### config.mk
export PLATFORM = sky130hd
export DESIGN_NAME = flog_front
export DESIGN_NICKNAME = d
export VERILOG_FILES = /design/src/hw/rtl/flog_pkg.sv /design/src/hw/rtl/flog_front.sv
export SDC_FILE = /design/constraint.sdc
export NUM_CORES = 1
export LEC_CHECK = 0
export ABC_AREA = 0
export CORE_UTILIZATION = 63
export DETAILED_ROUTE_END_ITERATION = 10
export DONT_BUFFER_PORTS = 1
export HOLD_SLACK_MARGIN = 0.05
export PLACE_DENSITY = 0.79
export SLEW_MARGIN = 25
export SYNTH_ARGS = -nofsm -noshare
export SYNTH_HDL_FRONTEND = slang
export SYNTH_SLANG_ARGS = --single-unit
### constraint.sdc
create_clock -name clk -period 3.4 [get_ports clk]
set_input_delay 0.85 -clock clk [delete_from_list [all_inputs] [get_ports clk]]
set_output_delay 0.85 -clock clk [all_outputs]
set_load 0.01 [all_outputs]
### src/hw/rtl/flog_pkg.sv
// ----------------------------------------------------------------------------
// flog_pkg
// shared types and constants for the fast log10 approximation block
// ----------------------------------------------------------------------------
package flog_pkg;

  // input and output field widths
  localparam int SAMPLE_W = 32;
  localparam int LOG_W    = 20;
  localparam int EXP_W    = 7;

  // decoupling queue between front and back
  localparam int QDEPTH = 4;
  localparam int QPTR_W = 2;
  localparam int QCNT_W = 3;

  // horner coefficients, signed q.28
  localparam logic        [28:0] POLY_C0 = 29'd330577167;
  localparam logic signed [31:0] POLY_C1 = -32'sd1105558180;
  localparam logic signed [31:0] POLY_C2 = 32'sd1616510301;
  localparam logic signed [31:0] POLY_C3 = -32'sd841267190;

  // log10(2) in unsigned q.30
  localparam logic [28:0] LOG10_2_Q30 = 29'd323228497;

  // saturation limits of the result
  localparam logic [19:0] LOG_MAX = 20'h7FFFF;
  localparam logic [19:0] LOG_MIN = 20'h80000;

  // width of the scaled sum (y + e * 2^28)
  localparam int SUM_W = 36;

  // normalized sample handed from front to back
  typedef struct packed {
    logic [SAMPLE_W-1:0] frac;   // mantissa, q0.32, leading one at msb
    logic [EXP_W-1:0]    expo;   // signed binary exponent
    logic                zero;   // sample was zero
  } norm_t;

  // queue status seen by the front and back
  typedef struct packed {
    logic full;
    logic empty;
  } qstat_t;

endpackage

### src/hw/rtl/flog_front.sv
// ----------------------------------------------------------------------------
// flog_front
// accepts samples, takes magnitude and leading-one position, normalizes
// ----------------------------------------------------------------------------
module flog_front #(
  parameter int IN_FRAC_BITS = 16
) (
  input  logic                                clk,
  input  logic                                rst,
  input  logic                                s_tvalid,
  output logic                                s_tready,
  input  logic [flog_pkg::SAMPLE_W-1:0]       s_tdata,
  input  flog_pkg::qstat_t                    qstat,
  output logic                                push,
  output flog_pkg::norm_t                     push_data
);

  logic                          vld;
  logic [flog_pkg::SAMPLE_W-1:0] mag;
  logic [4:0]                    lead;
  logic                          zero;
  logic                          load;
  logic [flog_pkg::SAMPLE_W-1:0] mag_in;
  logic [4:0]                    lead_in;
  logic [4:0]                    shamt;

  assign load     = !vld || !qstat.full;
  // no request is taken while reset is held
  assign s_tready = load && !rst;

  // magnitude and priority encode
  always_comb begin
    mag_in  = s_tdata[31] ? (~s_tdata + 32'd1) : s_tdata;
    lead_in = 5'd0;
    for (int b = 0; b < flog_pkg::SAMPLE_W; b++) begin
      if (mag_in[b]) begin
        lead_in = 5'(b);
      end
    end
  end

  always_ff @(posedge clk) begin
    if (rst) begin
      vld <= 1'b0;
    end else if (load) begin
      vld <= s_tvalid;
    end
  end

  always_ff @(posedge clk) begin
    if (load) begin
      mag  <= mag_in;
      lead <= lead_in;
      zero <= (mag_in == '0);
    end
  end

  // normalize so the leading one sits at bit 31
  always_comb begin
    shamt          = 5'd31 - lead;
    push_data.frac = mag << shamt;
    push_data.zero = zero;
    if (zero) begin
      push_data.expo = '0;
    end else begin
      push_data.expo = 7'(lead) + 7'd1 - 7'(IN_FRAC_BITS);
    end
  end

  assign push = vld && !qstat.full;

endmodule

==> summary.txt <==
Status - completed
VDD IR max - 0.167 mV
Endpoints failing setup - 0
Synth top area share - 25.3%
Crit-path slowest cell - mux4_2
Max Buffers Root-to-Sink - 2
Area growth syn-to-layout - 6.34%
Worst EP arrival - 2280 ps
Kind of start point of the critical path - register
Seq/Total Area, Yosys - 25.8%
Largest family of logic cells by synthesized area - simple AND/OR/NAND/NOR gates
Insertion delay to the later sink of the worst-skew pair - 280 ps
Endpoint class of the critical path - output port
Critical-path cell list - buf_12 > mux4_2 > mux2_2 > nand2_1 > o21ai_0 > mux2_2
Post-route cell area - 4790 µm²
Worst Max-Slew Pin Slew - 689 ps
P per Cell Area - 374 nW/µm²
Tcrit/Tclk final - 92.2%
Max_cap viols - 0
Synth Area in Simple Gates - 22.5%
Slew margin rel. - 54.0%
DR DRC count - 0
Max Clock Skew - 2.91 ps
Area leader, netlist - edfxtp_1
Die width - 86.5 µm
Vias - 3906
Post-CTS Setup Bufs - 0
Antenna diodes - 0
Most common cell after layout, fill and taps aside - nand2_1
Overflow after GRT - 0
Mux cell area share after synthesis - 21.7%
Fin. max-slew vios - 0
Fraction of layout cells with a size suffix above 1 - 17.9%
DR WL/cell - 17.4 µm
RSZ-0062 raised after global routing - false
Ys Warns - 0
Maximum clock frequency - 0.319 GHz
First-pass GRT wire length - 16600 µm
Clock sink total - 39
Die Y - 86.5 µm
Total GRT Usage - 28.0%
Final Wtd Congestion - 0.927
Post-Synth XOR/XNOR Area - 5.64%
Via-per-instance ratio - 6.51
Hold Path Class - register to register
Pleak - 0.00194 µW
Synth top area cells - edfxtp_1 25%, mux2i_1 11%, mux4_2 7.0%
Main synth FF type - edfxtp_1
CTS resizes - 0
Syn Inst Count - 507
Detailed placer's ending HPWL - 8220 µm
CTS H-tree lvls - 2
Post-detailed-route count of antenna-violating nets - 0
Most frequent cells in the layout - 50 x nand2_1, 48 x mux2i_1, 38 x edfxtp_1, 34 x o21ai_0, 29 x nor2_1
Root Buffer - clkbuf_8
Count of buffers from port buffering - 0
Standard-cell rows - 30
Crit path max fanout - 41
Clock buffer count from CTS - 5
Final TNS setup - 0 ps
Initial DRC count - 178
Die area - 7490 µm²
Layout Utilization - 70.1%
1st-pass router iterations - 5
Biggest cell delay along the critical path - 560 ps
Clk pin slew, worst setup/hold paths - 70 ps
Number of enable flip-flop cells after synthesis - 38
Most used cell, CP - mux2_2
Tmin final - 3130 ps
Mapped cell area - 4500 µm²
Post-CTS Hold Buffers - 0
Largest net degree at the start of global routing - 55
Hold Fails Final Rpt - 0
Vias in the first global route - 3518
Placed cell areas - 4680 µm²
Post-Synth Adder-Cell Area - 0.556%
Syn nets - 546
Mean area per synthesized cell - 8.88 µm²
Total routed wirelength - 10500 µm
Final net count - 542
Io pins - 79
Critical path type - register to output port
Async SR Flop Fraction - 0%
#FFs+latches synth - 39
Synth unique cells - 69
Core Area - 6830 µm²
Initial antenna violation count - 0
CTS tree - yes
Compound-cell area share of the yosys netlist - 18.1%
Initial Util - 65.9%
WP data required - 2550 ps
logic make-up (layout without fill, tap and decap cells):
logic type	after synthesis	count (layout)
AOI/OAI and AO/OA	119	119
xor gates and xnor gates	29	29
adders and majority gates	2	2
DFF	39	39
and+or+nand+nor	177	177
muxes	78	78
buffers and inverters	63	60
cells in the mapped netlist, types with 8 or more instances:
master / instances
a21oi_1: 17
buf_1: 10
clkbuf_1: 20
edfxtp_1: 38
inv_1: 25
mux2_2: 16
mux2i_1: 48
mux4_2: 14
nand2_1: 50
nand3_1: 9
nand4_1: 9
nor2_1: 29
nor2b_1: 10
nor3_1: 10
o21ai_0: 34
o22ai_1: 8
or2_2: 8
xnor2_1: 17
xor2_1: 12
path summary, 6_finish.rpt:
path | from | cells after the start | slack, ps | to
setup / recovery | lead[0] | 6 | 270 | push_data[38]
hold / removal | vld | 2 | 540 | vld
setup reg to reg | vld | 2 | 2250 | mag[2]
hold reg to reg | vld | 2 | 540 | vld
routing by layer:
metal	up-vias	global-route usage, %	wire length, µm
met3	17	2.38	618
met2	158	46.5	5010
li1	1917	-	-
met5	-	0	0
met1	1814	38.2	4580
met4	0	11.2	249
critical path: cells and delay by family, from the launching register on:
kind	cells	cell delay, ps
buf+inv	1	260
mux	3	1170
compound gates	1	100
simple gates	1	60
flops	1	390
report_power, final:
part	leakage (µW)	internal [µW]	switching [µW]
sequential	0.000398	588	46.3
clock	0.0000556	215	153
combinational	0.00149	351	441
flip-flops by register name (all words and copies together), names as in the netlist:
signal and flops:
mag 32, lead 5, vld 1, zero 1
layout make-up:
type | count | area [µm²]
multi-input combinational | 405 | 3080
timing repair buffer | 26 | 220
fill | 561 | 2040
inverter | 26 | 97.6
sequential | 39 | 1160
clock buffer | 5 | 68.8
tap | 96 | 120
clock inverter | 3 | 38.8
stage by stage:
stage / setup slack, ps / total power [µW] / hold WS [ps] / std cells
6_report: 266 / 1790 / 538 / 600
5_1_grt: 149 / 1900 / 559 / 600
4_1_cts: 254 / 1800 / 538 / 600
3_5_place_dp: 155 / 1430 / 522 / 592
3_3_place_gp: 271 / 1410 / 501 / 592
2_1_floorplan: 359 / 1280 / 492 / 507
Note: power is estimated with default switching activity, not from simulation.
