## config.mk

```make
export PLATFORM = sky130hd
export DESIGN_NAME = flog_queue
export DESIGN_NICKNAME = d
export VERILOG_FILES = /design/src/hw/rtl/flog_pkg.sv /design/src/hw/rtl/flog_queue.sv
export SDC_FILE = /design/constraint.sdc
export NUM_CORES = 1
export LEC_CHECK = 0
export BUFFER_PORTS_ARGS = -buffer_cell sky130_fd_sc_hd__buf_2
export CORE_MARGIN = 10
export CORE_UTILIZATION = 30
export CTS_CLUSTER_DIAMETER = 200
export DETAILED_ROUTE_END_ITERATION = 10
export PLACE_DENSITY_LB_ADDON = 0.3
export SLEW_MARGIN = 20
export SYNTH_ARGS = -nofsm -noshare
export SYNTH_HDL_FRONTEND = slang
export SYNTH_SLANG_ARGS = --single-unit
```

## constraint.sdc

```tcl
create_clock -name clk -period 2.35 [get_ports clk]
set_clock_uncertainty 0.05 [all_clocks]
set_input_delay 0.47 -clock clk [delete_from_list [all_inputs] [get_ports clk]]
set_output_delay 0.47 -clock clk [all_outputs]
set_load 0.05 [all_outputs]
```

## src/hw/rtl/flog_pkg.sv

```systemverilog
// ----------------------------------------------------------------------------
// flog_pkg
// shared types and constants for the fast log10 approximation block
// ----------------------------------------------------------------------------
package flog_pkg;

  // input and output field widths
  localparam int SAMPLE_W = 32;
  localparam int LOG_W    = 20;
  localparam int EXP_W    = 7;

  // decoupling queue between front and back
  localparam int QDEPTH = 4;
  localparam int QPTR_W = 2;
  localparam int QCNT_W = 3;

  // horner coefficients, signed q.28
  localparam logic        [28:0] POLY_C0 = 29'd330577167;
  localparam logic signed [31:0] POLY_C1 = -32'sd1105558180;
  localparam logic signed [31:0] POLY_C2 = 32'sd1616510301;
  localparam logic signed [31:0] POLY_C3 = -32'sd841267190;

  // log10(2) in unsigned q.30
  localparam logic [28:0] LOG10_2_Q30 = 29'd323228497;

  // saturation limits of the result
  localparam logic [19:0] LOG_MAX = 20'h7FFFF;
  localparam logic [19:0] LOG_MIN = 20'h80000;

  // width of the scaled sum (y + e * 2^28)
  localparam int SUM_W = 36;

  // normalized sample handed from front to back
  typedef struct packed {
    logic [SAMPLE_W-1:0] frac;   // mantissa, q0.32, leading one at msb
    logic [EXP_W-1:0]    expo;   // signed binary exponent
    logic                zero;   // sample was zero
  } norm_t;

  // queue status seen by the front and back
  typedef struct packed {
    logic full;
    logic empty;
  } qstat_t;

endpackage

```

## src/hw/rtl/flog_queue.sv

```systemverilog
// ----------------------------------------------------------------------------
// flog_queue
// short fifo that decouples the normalizer from the polynomial pipeline
// ----------------------------------------------------------------------------
module flog_queue (
  input  logic             clk,
  input  logic             rst,
  input  logic             push,
  input  flog_pkg::norm_t  push_data,
  input  logic             pop,
  output flog_pkg::norm_t  head,
  output flog_pkg::qstat_t qstat
);

  flog_pkg::norm_t             mem [flog_pkg::QDEPTH];
  logic [flog_pkg::QPTR_W-1:0] wr_ptr;
  logic [flog_pkg::QPTR_W-1:0] rd_ptr;
  logic [flog_pkg::QCNT_W-1:0] count;

  assign qstat.full  = (count == flog_pkg::QCNT_W'(flog_pkg::QDEPTH));
  assign qstat.empty = (count == '0);
  assign head        = mem[rd_ptr];

  always_ff @(posedge clk) begin
    if (push) begin
      mem[wr_ptr] <= push_data;
    end
  end

  always_ff @(posedge clk) begin
    if (rst) begin
      wr_ptr <= '0;
      rd_ptr <= '0;
      count  <= '0;
    end else begin
      if (push) begin
        wr_ptr <= wr_ptr + 1'b1;
      end
      if (pop) begin
        rd_ptr <= rd_ptr + 1'b1;
      end
      case ({push, pop})
        2'b10:   count <= count + 1'b1;
        2'b01:   count <= count - 1'b1;
        default: count <= count;
      endcase
    end
  end

endmodule

```

==> summary.md <==
| Metric | Value |
|---|---|
| Core Box Area | 20,400 um^2 |
| Final setup viols | 0 |
| CP Capture Type | primary output |
| Data arrival, critical path | 1.77 ns |
| Pint | 0.00540 W |
| Clock transition at the registers of the reported paths | 0.07 ns |
| Initial Util | 30.7% |
| Status | completed |
| Seq pwr share | 48.1% |
| Pwr/cell area | 932 nW/um^2 |
| Overflow left after global routing | 0 |
| CTS sink count | 169 |
| Final core occ | 38.3% |
| Startpoint class of the critical path | flip-flop |
| Leak pwr | 2.62 nW |
| Largest net degree at the start of global routing | 41 |
| All-Layer GR Usage | 9.52% |
| Port bufs | 85 |
| Routed Antenna Nets | 0 |
| First-pass GRT wire length | 18.9 mm |
| Crit path max fanout | 10 |
| CTS HTree Levels | 4 |
| Drt pass-1 iters | 4 |
| Drt via density | 4.39 |
| Synthesis-to-finish area growth | 24.7% |
| Buffers from clock root to sink, at most | 2 |
| Max VDD drop | 0.451 mV |
| Clock latency on the worst-skew pair | 0.42 ns |
| Worst endpoint required time | 1.83 ns |
| Place WS | 0.301 ns |
| Worst hold margin | 0.215 ns |
| Yosys reg bits | 169 |
| Routed vias | 2,820 |
| DP HPWL | 7.06 mm |
| Die width | 164 um |
| Final WL | 12.1 mm |
| Die area | 27,000 um^2 |
| Synth warnings | 0 |
| CP Class | reg -> out |
| Slew headroom | 80.2% |
| Vias in the first global route | 3,328 |
| Nets | 410 |
| Initial antenna violation count | 1 |
| Max-cap violations | 0 |
| Fin crit period | 2.29 ns |
| Share of cells above drive strength 1 | 45.2% |
| Comb power frac | 15.4% |
| Tcrit/Tclk final | 97.4% |
| Non-Filler Instances | 643 |
| CTS Hold Bufs | 0 |
| Die height | 164 um |
| Peak Freq | 0.437 GHz |
| Worst Hold Class | in -> reg |
| Synth Net Count | 306 |
| Ports | 86 |
| RSZ-0062 raised after global routing | true |
| Distinct cells, synth | 21 |
| Gate Count Post-Synth | 256 |
| Fillers | 1,856 |
| CTS buffer count | 17 |
| Synthesized area | 6250 um^2 |
| GP Congestion | 0.657 |
| Root Buffer | clkbuf_16 |
| Clock power share | 36.5% |
| Post-synthesis sequential area ratio | 79.7% |
| Synthesized area per cell | 24.4 um^2 |
| TritonCTS clock tree | built |
| Sw Share | 25.6% |
| Placed Cells | 608 |
| Fin. Hold Viols | 0 |
| Iter 0 DRT Violations | 153 |
| Wirelength per Cell | 18.9 um |
| Row count | 52 |
| Final WS setup | 0.0611 ns |
| Slew Viols, Final | 0 |
| # DRC | 0 |
| Psw | 0.00186 W |
| Worst slew pin tran | 0.298 ns |
| Final Power | 0.00726 W |
-- cell families after synthesis --
kind of cell	after synthesis	share of synthesized area (%)
flops	169	79.7
mux	41	14.6
buf+inv	16	2.20
simple gates	16	1.22
fa+ha+maj	6	1.32
xor+xnor	5	0.701
compound gates	3	0.240
-- repair_timing --
action / in CTS / in global routing
endpoints found under the setup margin: 34 / 27
gates resized for setup: 31 / 13
setup buffers: 2 / 1
gates cloned: 1 / 0
-- metrics by stage --
step / instance area [um^2] / setup TNS, ns
after floorplan: 6250 / 0
after global routing: 7790 / -0.138
after global placement: 7050 / 0
final: 7800 / 0
after detailed placement: 7050 / 0
after CTS: 7760 / -0.632
-- per-layer routing --
layer  up-vias  wire length, um  track usage [%]
met5         -                0                0
met4         0              150             3.78
met3         9              844             3.93
met2        58             6040             15.4
met1      1478             5100             11.0
li1       1275                -                -
-- path summary, 6_finish.rpt --
kind / slack [ns] / depth (start not counted) / start / end
worst max-delay path: 0.06 / 4 / flip-flop / head[25]
worst min-delay path: 0.21 / 1 / push_data[33] / mem[1][33]
worst max register to register: 0.72 / 5 / count[0] / count[2]
worst min register to register: 0.48 / 2 / count[2] / count[2]
-- worst max-delay path, stage by stage, from the launching register on --
cell	delay [ns]
dfxtp_4	0.40
buf_12	0.12
buf_16	0.15
mux4_2	0.52
buf_6	0.17
-- Yosys cell counts, drive strengths merged --
cell / number / area (um^2)
inv: 6 / 22.5
o21ai: 1 / 5.00
nor2: 8 / 30.0
nand2: 1 / 3.75
xnor2: 2 / 17.5
fa: 1 / 20.0
or3: 1 / 6.26
clkbuf: 1 / 3.75
buf: 9 / 111
nor3: 1 / 5.00
xor2: 3 / 26.3
edfxtp: 160 / 4800
ha: 5 / 62.6
and2: 4 / 25.0
mux2i: 1 / 10.0
and3: 1 / 6.26
a21oi: 2 / 10.0
mux4: 40 / 901
dfxtp: 9 / 180
-- power by group through the flow --
stage | combinational (W) | sequential, W | clock [W]
floorplan | 0.000774 | 0.00355 | 0
global placement | 0.00103 | 0.00355 | 0
detailed placement | 0.00104 | 0.00356 | 0
CTS | 0.00113 | 0.00350 | 0.00275
global route | 0.00120 | 0.00350 | 0.00288
finish | 0.00112 | 0.00349 | 0.00265
-- flip-flops by register name, summed over array words and instances (netlist names), named ones only --
name and flops:
mem 160, count 3, rd_ptr 2, wr_ptr 2
-- layout make-up --
cell class / instances / area (um^2) / share of cell area (%)
multi-input cells: 71 / 1130 / 14.5
well taps: 270 / 338 / 4.33
clock inverters: 13 / 130 / 1.67
flip-flops and latches: 169 / 4990 / 64.0
repair buffers: 95 / 751 / 9.63
diodes: 1 / 2.50 / 0.0321
clock buffers: 18 / 429 / 5.50
inverters: 6 / 22.5 / 0.289
-- cells in the final DEF (no fill, tap or decap), types with 2 or more instances in the layout --
cell / n
buf_6: 20
and2_2: 4
dfxtp_1: 7
ha_1: 5
mux4_2: 40
clkinvlp_4: 3
nor2_1: 8
clkbuf_16: 17
buf_12: 8
clkinv_1: 3
bufinv_16: 2
edfxtp_1: 160
clkinv_4: 2
xor2_1: 3
buf_2: 63
xnor2_1: 2
inv_1: 6
buf_4: 3
a21oi_1: 2
clkinv_2: 2
(Power assumes the default switching activity.)
